[config.mk]
export PLATFORM = sky130hd
export DESIGN_NAME = polygon_half_plane_clip
export DESIGN_NICKNAME = d
export VERILOG_FILES = /design/src/rtl/phpc_pkg.sv /design/src/rtl/polygon_half_plane_clip.sv
export SDC_FILE = /design/constraint.sdc
export NUM_CORES = 2
export LEC_CHECK = 0
export ABC_CLOCK_PERIOD_IN_PS = 48700
export BUFFER_PORTS_ARGS = -buffer_cell sky130_fd_sc_hd__buf_2
export CORE_MARGIN = 2
export CORE_UTILIZATION = 32
export CTS_BUF_LIST = sky130_fd_sc_hd__clkbuf_4 sky130_fd_sc_hd__clkbuf_8
export CTS_CLUSTER_SIZE = 28
export DETAILED_ROUTE_END_ITERATION = 10
export PLACE_DENSITY_LB_ADDON = 0.12
export SLEW_MARGIN = 20
export SYNTH_ARGS = -nofsm -noshare
export SYNTH_HDL_FRONTEND = slang
export SYNTH_SLANG_ARGS = --single-unit
[constraint.sdc]
create_clock -name clk -period 48.7 [get_ports clk]
set_input_delay 9.74 -clock clk [delete_from_list [all_inputs] [get_ports clk]]
set_output_delay 9.74 -clock clk [all_outputs]
set_load 0.01 [all_outputs]
[src/rtl/phpc_pkg.sv]
// Shared constants and types of the polygon half-plane clipper.
`default_nettype none
package phpc_pkg;

  // Coordinate width, signed fixed point
  localparam int COORD_BITS = 24;
  // Width of a coordinate difference
  localparam int DIFF_W     = COORD_BITS + 1;
  // Width of a side value (two products of differences, subtracted)
  localparam int SIDE_W     = 2 * COORD_BITS + 3;
  // Serial step counter width
  localparam int CNT_W      = $clog2(DIFF_W);
  // Input and result payload widths
  localparam int DATA_W     = ((2 * COORD_BITS + 7) / 8) * 8;
  localparam int OUT_USER_W = 3;

  // Configuration register indexes
  localparam logic [1:0] REG_START_X = 2'd0;
  localparam logic [1:0] REG_START_Y = 2'd1;
  localparam logic [1:0] REG_END_X   = 2'd2;
  localparam logic [1:0] REG_END_Y   = 2'd3;

  // Sequencer states
  typedef enum logic [2:0] {
    ST_IDLE,
    ST_SIDE,
    ST_PLAN,
    ST_NEXT,
    ST_DIV,
    ST_PUSH
  } state_t;

endpackage
`default_nettype wire

[src/rtl/polygon_half_plane_clip.sv]
// Top level of the polygon half-plane clipper with its bit-serial datapath.
`default_nettype none
// One Sutherland-Hodgman clip stage against the half-plane of the line from
// start to end point; a vertex is inside when its side value is negative.
// Vertices enter one per transaction and the block then works on that vertex
// alone. The side value is formed in a radix-2 serial multiplier; each
// crossing point (at most two per vertex) is formed in a serial
// multiply-divide unit that handles x and y side by side. Results leave
// through an output register, so the next vertex is taken while the last
// result still waits. A final vertex with nothing to emit yields one marker
// result with point_valid low.
module polygon_half_plane_clip (
  input  wire logic                            clk,
  input  wire logic                            rst_n,
  // Configuration write channel
  input  wire logic                            cfg_valid,
  output logic                                 cfg_ready,
  input  wire logic [1:0]                      cfg_index,
  input  wire logic [phpc_pkg::COORD_BITS-1:0] cfg_data,
  // Vertex stream
  input  wire logic                            in_tvalid,
  output logic                                 in_tready,
  // in_tdata: vertex_x, vertex_y (from bit 0 up)
  input  wire logic [phpc_pkg::DATA_W-1:0]     in_tdata,
  // in_tlast: last_vertex
  input  wire logic                            in_tlast,
  // Clipped point stream
  output logic                                 out_tvalid,
  input  wire logic                            out_tready,
  // out_tdata: point_x, point_y (from bit 0 up)
  output logic [phpc_pkg::DATA_W-1:0]          out_tdata,
  // out_tuser: is_crossing, point_valid, polygon_end (from bit 0 up)
  output logic [phpc_pkg::OUT_USER_W-1:0]      out_tuser,
  // out_tlast: run_last
  output logic                                 out_tlast
);
  import phpc_pkg::*;

  localparam int CB = COORD_BITS;
  localparam int DW = DIFF_W;
  localparam int SW = SIDE_W;
  localparam int RW = SIDE_W + 3;

  state_t state_r, state_nxt;

  logic signed [CB-1:0] sx_r, sy_r, ex_r, ey_r;
  logic signed [CB-1:0] cur_x_r, cur_y_r, prev_x_r, prev_y_r, first_x_r, first_y_r;
  logic                 last_r, have_first_r;
  logic signed [DW-1:0] ux_r, uy_r;
  logic        [DW-1:0] vx_sh_r, vy_sh_r;
  logic signed [SW-1:0] acc_r, cur_side_r, prev_side_r, first_side_r;
  logic [CNT_W-1:0]     cnt_r;
  logic [4:0]           pend_r;

  logic        [DW-1:0] dmx_r, dmy_r, qx_r, qy_r;
  logic                 negx_r, negy_r;
  logic        [SW-1:0] num_r;
  logic        [SW:0]   den_r;
  logic        [RW-1:0] rx_r, ry_r;
  logic signed [CB-1:0] cx_r, cy_r;

  logic [CB-1:0] out_x_r, out_y_r;
  logic          out_cross_r, out_pv_r, out_rl_r, out_pe_r, out_valid_r;

  logic          in_acc, cnt_done, out_free, is_div_step, is_step_a;
  logic [4:0]    pend_rest;

  assign in_acc    = in_tvalid && in_tready;
  assign cnt_done  = (cnt_r == CNT_W'(DW - 1));
  assign out_free  = !out_valid_r || out_tready;
  assign pend_rest = pend_r & (pend_r - 5'd1);
  assign is_step_a   = pend_r[0];
  assign is_div_step = pend_r[0] || (!pend_r[1] && pend_r[2]);

  // Next state
  always_comb begin
    state_nxt = state_r;
    unique case (state_r)
      ST_IDLE: if (in_acc) state_nxt = ST_SIDE;
      ST_SIDE: if (cnt_done) state_nxt = ST_PLAN;
      ST_PLAN: state_nxt = ST_NEXT;
      ST_NEXT: begin
        if (pend_r == 5'd0) state_nxt = ST_IDLE;
        else if (is_div_step) state_nxt = ST_DIV;
        else state_nxt = ST_PUSH;
      end
      ST_DIV:  if (cnt_done) state_nxt = ST_PUSH;
      ST_PUSH: if (out_free) state_nxt = ST_NEXT;
      default: state_nxt = ST_IDLE;
    endcase
  end

  // Handshake outputs
  always_comb begin
    in_tready = (state_r == ST_IDLE);
    cfg_ready = 1'b1;
  end

  always_ff @(posedge clk) begin
    if (!rst_n) state_r <= ST_IDLE;
    else state_r <= state_nxt;
  end

  // Configuration registers
  always_ff @(posedge clk) begin
    if (!rst_n) begin
      sx_r <= '0;
      sy_r <= '0;
      ex_r <= '0;
      ey_r <= '0;
    end else if (cfg_valid && cfg_ready) begin
      unique case (cfg_index)
        REG_START_X: sx_r <= cfg_data;
        REG_START_Y: sy_r <= cfg_data;
        REG_END_X:   ex_r <= cfg_data;
        REG_END_Y:   ey_r <= cfg_data;
        default:     sx_r <= sx_r;
      endcase
    end
  end

  // Serial side value: Horner over the bits of vy and vx, MSB first
  logic signed [SW-1:0] ux_ext, uy_ext, term_pos, term, acc_nxt;
  always_comb begin
    ux_ext   = {{(SW - DW){ux_r[DW-1]}}, ux_r};
    uy_ext   = {{(SW - DW){uy_r[DW-1]}}, uy_r};
    term_pos = (vy_sh_r[DW-1] ? ux_ext : '0) - (vx_sh_r[DW-1] ? uy_ext : '0);
    term     = (cnt_r == '0) ? -term_pos : term_pos;
    acc_nxt  = (acc_r <<< 1) + term;
  end

  // Crossing operands of the chosen edge
  logic signed [SW-1:0] sel_a, sel_b;
  logic signed [CB-1:0] sel_cx, sel_cy, sel_px, sel_py;
  logic        [SW-1:0] mag_a, mag_b;
  logic signed [DW-1:0] dx, dy;
  always_comb begin
    sel_a  = is_step_a ? cur_side_r : first_side_r;
    sel_b  = is_step_a ? prev_side_r : cur_side_r;
    sel_cx = is_step_a ? cur_x_r : first_x_r;
    sel_cy = is_step_a ? cur_y_r : first_y_r;
    sel_px = is_step_a ? prev_x_r : cur_x_r;
    sel_py = is_step_a ? prev_y_r : cur_y_r;
    mag_a  = sel_a[SW-1] ? SW'(-sel_a) : SW'(sel_a);
    mag_b  = sel_b[SW-1] ? SW'(-sel_b) : SW'(sel_b);
    dx     = {sel_px[CB-1], sel_px} - {sel_cx[CB-1], sel_cx};
    dy     = {sel_py[CB-1], sel_py} - {sel_cy[CB-1], sel_cy};
  end

  // Serial multiply-divide step: r = 2r + bit*num, then take up to two den
  logic [RW-1:0] den_ext, den2_ext, rx2, ry2, rx_nxt, ry_nxt;
  logic [1:0]    dgx, dgy;
  always_comb begin
    den_ext  = RW'(den_r);
    den2_ext = RW'({den_r, 1'b0});
    rx2 = {rx_r[RW-2:0], 1'b0} + (dmx_r[DW-1] ? RW'(num_r) : '0);
    ry2 = {ry_r[RW-2:0], 1'b0} + (dmy_r[DW-1] ? RW'(num_r) : '0);
    if (rx2 >= den2_ext) begin
      dgx = 2'd2; rx_nxt = rx2 - den2_ext;
    end else if (rx2 >= den_ext) begin
      dgx = 2'd1; rx_nxt = rx2 - den_ext;
    end else begin
      dgx = 2'd0; rx_nxt = rx2;
    end
    if (ry2 >= den2_ext) begin
      dgy = 2'd2; ry_nxt = ry2 - den2_ext;
    end else if (ry2 >= den_ext) begin
      dgy = 2'd1; ry_nxt = ry2 - den_ext;
    end else begin
      dgy = 2'd0; ry_nxt = ry2;
    end
  end

  // Crossing point: c moved toward p by the quotient
  logic [DW-1:0] cx_ext, cy_ext, resx, resy;
  always_comb begin
    cx_ext = {cx_r[CB-1], cx_r};
    cy_ext = {cy_r[CB-1], cy_r};
    resx   = negx_r ? cx_ext - qx_r : cx_ext + qx_r;
    resy   = negy_r ? cy_ext - qy_r : cy_ext + qy_r;
  end

  // Vertex state and sequencing flags
  logic an, fneg, f_a, f_b, f_c, f_d;
  always_comb begin
    an   = acc_r[SW-1];
    fneg = have_first_r ? first_side_r[SW-1] : an;
    f_a  = have_first_r && (an != prev_side_r[SW-1]);
    f_b  = have_first_r && an;
    f_c  = last_r && (fneg != an);
    f_d  = last_r && fneg;
  end

  always_ff @(posedge clk) begin
    if (!rst_n) begin
      have_first_r <= 1'b0;
      pend_r       <= '0;
    end else begin
      unique case (state_r)
        ST_PLAN: pend_r <= {last_r && !(f_a || f_b || f_c || f_d), f_d, f_c, f_b, f_a};
        ST_NEXT: if (pend_r == 5'd0) have_first_r <= !last_r;
        ST_PUSH: if (out_free) pend_r <= pend_rest;
        default: pend_r <= pend_r;
      endcase
    end
  end

  // Datapath registers
  always_ff @(posedge clk) begin
    unique case (state_r)
      ST_IDLE: begin
        if (in_acc) begin
          cur_x_r <= in_tdata[CB-1:0];
          cur_y_r <= in_tdata[2*CB-1:CB];
          last_r  <= in_tlast;
          ux_r    <= {ex_r[CB-1], ex_r} - {sx_r[CB-1], sx_r};
          uy_r    <= {ey_r[CB-1], ey_r} - {sy_r[CB-1], sy_r};
          vx_sh_r <= {in_tdata[CB-1], in_tdata[CB-1:0]} - {sx_r[CB-1], sx_r};
          vy_sh_r <= {in_tdata[2*CB-1], in_tdata[2*CB-1:CB]} - {sy_r[CB-1], sy_r};
          acc_r   <= '0;
          cnt_r   <= '0;
        end
      end
      ST_SIDE: begin
        acc_r   <= acc_nxt;
        vx_sh_r <= {vx_sh_r[DW-2:0], 1'b0};
        vy_sh_r <= {vy_sh_r[DW-2:0], 1'b0};
        cnt_r   <= cnt_r + CNT_W'(1);
      end
      ST_PLAN: begin
        cur_side_r <= acc_r;
        if (!have_first_r) begin
          first_x_r    <= cur_x_r;
          first_y_r    <= cur_y_r;
          first_side_r <= acc_r;
        end
      end
      ST_NEXT: begin
        if (pend_r == 5'd0) begin
          prev_x_r    <= cur_x_r;
          prev_y_r    <= cur_y_r;
          prev_side_r <= cur_side_r;
        end else if (is_div_step) begin
          num_r  <= mag_a;
          den_r  <= {1'b0, mag_a} + {1'b0, mag_b};
          negx_r <= dx[DW-1];
          negy_r <= dy[DW-1];
          dmx_r  <= dx[DW-1] ? DW'(-dx) : DW'(dx);
          dmy_r  <= dy[DW-1] ? DW'(-dy) : DW'(dy);
          cx_r   <= sel_cx;
          cy_r   <= sel_cy;
          rx_r   <= '0;
          ry_r   <= '0;
          qx_r   <= '0;
          qy_r   <= '0;
          cnt_r  <= '0;
        end
      end
      ST_DIV: begin
        rx_r  <= rx_nxt;
        ry_r  <= ry_nxt;
        qx_r  <= {qx_r[DW-2:0], 1'b0} + DW'(dgx);
        qy_r  <= {qy_r[DW-2:0], 1'b0} + DW'(dgy);
        dmx_r <= {dmx_r[DW-2:0], 1'b0};
        dmy_r <= {dmy_r[DW-2:0], 1'b0};
        cnt_r <= cnt_r + CNT_W'(1);
      end
      default: cnt_r <= cnt_r;
    endcase
  end

  // Output register: load a result, drop valid once taken
  always_ff @(posedge clk) begin
    if (!rst_n) begin
      out_valid_r <= 1'b0;
    end else if (state_r == ST_PUSH && out_free) begin
      out_valid_r <= 1'b1;
    end else if (out_tready) begin
      out_valid_r <= 1'b0;
    end
  end

  always_ff @(posedge clk) begin
    if (state_r == ST_PUSH && out_free) begin
      out_rl_r <= (pend_rest == 5'd0);
      out_pe_r <= last_r && (pend_rest == 5'd0);
      priority if (is_div_step) begin
        out_x_r <= resx[CB-1:0];
        out_y_r <= resy[CB-1:0];
        out_cross_r <= 1'b1;
        out_pv_r <= 1'b1;
      end else if (pend_r[1]) begin
        out_x_r <= cur_x_r;
        out_y_r <= cur_y_r;
        out_cross_r <= 1'b0;
        out_pv_r <= 1'b1;
      end else if (pend_r[3]) begin
        out_x_r <= first_x_r;
        out_y_r <= first_y_r;
        out_cross_r <= 1'b0;
        out_pv_r <= 1'b1;
      end else begin
        out_x_r <= '0;
        out_y_r <= '0;
        out_cross_r <= 1'b0;
        out_pv_r <= 1'b0;
      end
    end
  end

  assign out_tvalid = out_valid_r;
  assign out_tdata  = DATA_W'({out_y_r, out_x_r});
  assign out_tuser  = {out_pe_r, out_pv_r, out_cross_r};
  assign out_tlast  = out_rl_r;

endmodule
`default_nettype wire
==> metrics.csv <==
stage,metric,value,unit
placed_design,Placed Instance Area,80100,sq um
routing,drt total wl,254000,um
sta,Max Fclk,81.3,MHz
cells_and_area,"commonest non-fill, non-tap cells in the layout","edfxtp_1 (863), a21oi_1 (836), nand2_1 (697), nor2_1 (649), ha_1 (637)",
clock_network,CTS Buf Count,185,
cells_and_area,nets@finish,9100,
grt,grt total ovfl,0,
synth,XOR/XNOR Fraction of Synth Area,8.91,%
routing,initial DRC count,4683,
die,CORE AREA,237000,sq um
synth,syn_nets,9032,
clock_network,clock slew at reported path FFs,0.06,ns
clock_network,Worst-Skew Late Latency,1.00,ns
grt,largest net degree at the start of global routing,153,
placed_design,routability cong.,0.914,
clock_network,Hold Buf Count CTS,0,
synth,post-synthesis compound-gate area fraction,20.9,%
routing,Wirelength per Cell,21.8,um
die,row count,179,
worst_setup_path,Crit Path Max Fanout,3,
placed_design,Detailed Place HPWL,200000,um
sta,Final setup viols,0,
worst_setup_path,crit path buf inv count,2,
sta,Worst-Margin Slew,1.17,ns
clock_network,Post-CTS Setup Inserts,0,
placed_design,PortBufs,133,
placed_design,Setup WS pre-CTS,35.45,ns
clock_network,H-tree depth,4,
synth,#FFs+latches synth,969,
sta,min Tclk post-route,12.30,ns
synth,largest family of logic cells by synthesized area,compound AO/OA/AOI/OAI gates,
synth,sequential share of the synthesized area,36.8,%
clock_network,clock root buffer master,clkbuf_8,
synth,Syn Inst Count,8298,
synth,Synth Area in Adders,10.9,%
synth,mean post-synth cell area,9.18,sq um
grt,vias in the first global route,60100,
sta,RSZ-0062 raised after global routing,no,
routing,drt pass-1 iters,5,
worst_setup_path,Required @ worst endpoint,49.41,ns
worst_setup_path,Slowest cell on crit path,o311ai_0,
grt,overall routing resource usage,20.4,%
synth,Post-synth EDFFs,863,
die,initial core utilization,32.1,%
sta,final worst setup slack,36.40,ns
worst_setup_path,"most used cell, CP",o21ai_0,
sta,Max Slew Vio Count,0,
outcome,run status,finished clean,
sta,worst hold slack,0.462,ns
clock_network,post-CTS sizing,0,
sta,crit share post-route,25.3,%
routing,# DRC,0,
clock_network,TritonCTS clock tree,built,
worst_setup_path,CP endpoint kind,register,
cells_and_area,area grow syn2layout,10.6,%
worst_setup_path,Critical Path Max Stage Delay,0.54,ns
worst_setup_path,CP arrival,13.01,ns
synth,Async SR Flop Fraction,0,%
power,pwr dens,33.6,nW/um^2
synth,Synth cell types,116,
power,worst vdd ir,0.0293,mV
cells_and_area,fraction of layout cells with a size suffix above 1,8.40,%
routing,DR vias/cell,5.38,
worst_setup_path,critical-path cell list,buf_2 > inv_1 > ha_1 > nor2b_1 > o21a_1 > o21ai_0 > a211o_1 > a31o_2 > o311ai_0 > o211ai_1 > o211a_1 > a2111oi_0 > nor2_1 > xor2_1 > o21ai_0,
die,Die X,492,um
cells_and_area,"commonest non-fill, non-tap cell in the layout",edfxtp_1,
sta,setup_tns,0,ns
synth,Synth Area in Simple Gates,15.6,%
die,die area,242000,sq um
worst_setup_path,CP top delay family,compound AO/OA/AOI/OAI gates,
clock_network,Sink Count,969,
cells_and_area,utilization after layout,35.5,%
die,IO Pins,135,
clock_network,Longest Clk Path Bufs,3,
worst_setup_path,Setup crit start kind,input port,
grt,initial antenna violation count,8,
routing,final antenna-violating net count,0,
min_path,Min-Delay Path Class,register to register,
flow_run,max-cap violation count,0,
sta,slew margin rel.,22.0,%
grt,first-pass GRT wire length,380000,um
synth,Synth Flop Type,edfxtp_1,
synth,Synth Warn #,0,
die,chip height,492,um
worst_setup_path,critical path type,input port to register,
sta,final count of hold timing violations,0,
synth,mux share of post-synthesis cell area,3.23,%
routing,vias after detailed routing,62900,
sta,Clock Skew,0.116,ns
synth,"Cell Area, Synth",76200,sq um
power,Leak Pwr,32.4,nW
cells_and_area,post-route cell area,84300,sq um
[report_power, final]
group / total (mW) / internal (mW) / switching [mW]
sequential: 1.05 / 0.997 / 0.0542
clock: 0.906 / 0.497 / 0.409
combinational: 0.877 / 0.358 / 0.518
total: 2.83 / 1.85 / 0.981
[worst paths after layout]
| check | from | to | slack, ns | cells past startpoint |
|---|---|---|---|---|
| max | in_tdata[24] | vy_sh_r[23]$_DFFE_PP_ | 36.40 | 15 |
| min | cur_side_r[35]$_DFFE_PP_ | prev_side_r[35]$_DFFE_PP_ | 0.46 | 0 |
| max reg2reg | dmy_r[24]$_DFFE_PP_ | qy_r[15]$_SDFFCE_PN0P_ | 38.64 | 30 |
| min reg2reg | cur_side_r[35]$_DFFE_PP_ | prev_side_r[35]$_DFFE_PP_ | 0.46 | 0 |
[through the flow]
step / std cells / total power [mW]
2_1_floorplan: 8298 / 1.72
3_3_place_gp: 11300 / 1.94
3_5_place_dp: 11300 / 1.95
4_1_cts: 11700 / 2.87
5_1_grt: 11700 / 3.01
6_report: 11700 / 2.83
[layout make-up]
class / count / area, sq um
Fill cell: 24400 / 153000
Sequential cell: 969 / 28000
Tap cell: 3167 / 3960
Clock inverter: 80 / 927
Clock buffer: 262 / 3190
Antenna cell: 4 / 10.0
Inverter: 381 / 1430
Timing Repair Buffer: 196 / 1170
Multi-Input combinational cell: 6633 / 45500
[worst reg2reg max path: cells and delay by family (launching register included)]
kind / cells / cell delay [ns]
compound gates: 11 / 3.25
buf+inv: 3 / 1.06
flops: 1 / 0.64
xor+xnor: 2 / 0.41
fa+ha+maj: 5 / 1.80
simple gates: 9 / 2.66
[synthesized netlist by cell type (all sizes together) (24+ instances only)]
| cell type | count | area, sq um |
|---|---|---|
| nor2b | 97 | 607 |
| and3 | 86 | 538 |
| o21a | 80 | 601 |
| nand2 | 698 | 2620 |
| o22ai | 28 | 175 |
| dfxtp | 106 | 2120 |
| a21boi | 134 | 1010 |
| a21o | 274 | 2060 |
| nand3 | 158 | 791 |
| clkbuf | 226 | 851 |
| o21ai | 507 | 2550 |
| and2 | 183 | 1140 |
| xnor2 | 467 | 4100 |
| o31ai | 54 | 420 |
| a31oi | 90 | 578 |
| ha | 637 | 7970 |
| a211oi | 82 | 626 |
| o21bai | 67 | 507 |
| inv | 381 | 1430 |
| mux2 | 63 | 709 |
| or2 | 41 | 257 |
| mux2i | 175 | 1750 |
| nor3b | 24 | 196 |
| buf | 89 | 504 |
| nand4 | 85 | 532 |
| o211ai | 41 | 323 |
| xor2 | 307 | 2690 |
| a21oi | 840 | 4210 |
| a221oi | 47 | 418 |
| nor4 | 38 | 283 |
| nor3 | 175 | 891 |
| nor2 | 654 | 2470 |
| edfxtp | 863 | 25900 |
| nand2b | 98 | 621 |
| or3 | 62 | 388 |
[per-layer routing]
metal  vias up  part of all wire (%)  GRT usage (%)  routed length, um
li1      30700                     -              -                  -
met5         -                 0.013              0                 32
met4         4                   2.1           4.94               5290
met2      1404                    45           32.3             114000
met1     30500                    49           29.2             124000
met3       291                   4.6           2.68              11700
[registers in the layout (all words and copies together), names as in the netlist, 51 cells and up]
signal and flops:
ry_r 53, num_r 51, acc_r 51, first_side_r 51, cur_side_r 51, den_r 52
rx_r 53, prev_side_r 51
[kinds of logic after synthesis]
group,after synthesis
multiplexers,238
flip-flops,969
AND/OR/NAND/NOR,2467
AO/OA/AOI/OAI,2499
buffers and inverters,696
XOR/XNOR,774
other,1
adder cells (fa/ha/maj),654
Power figures use the tool's default switching activity.
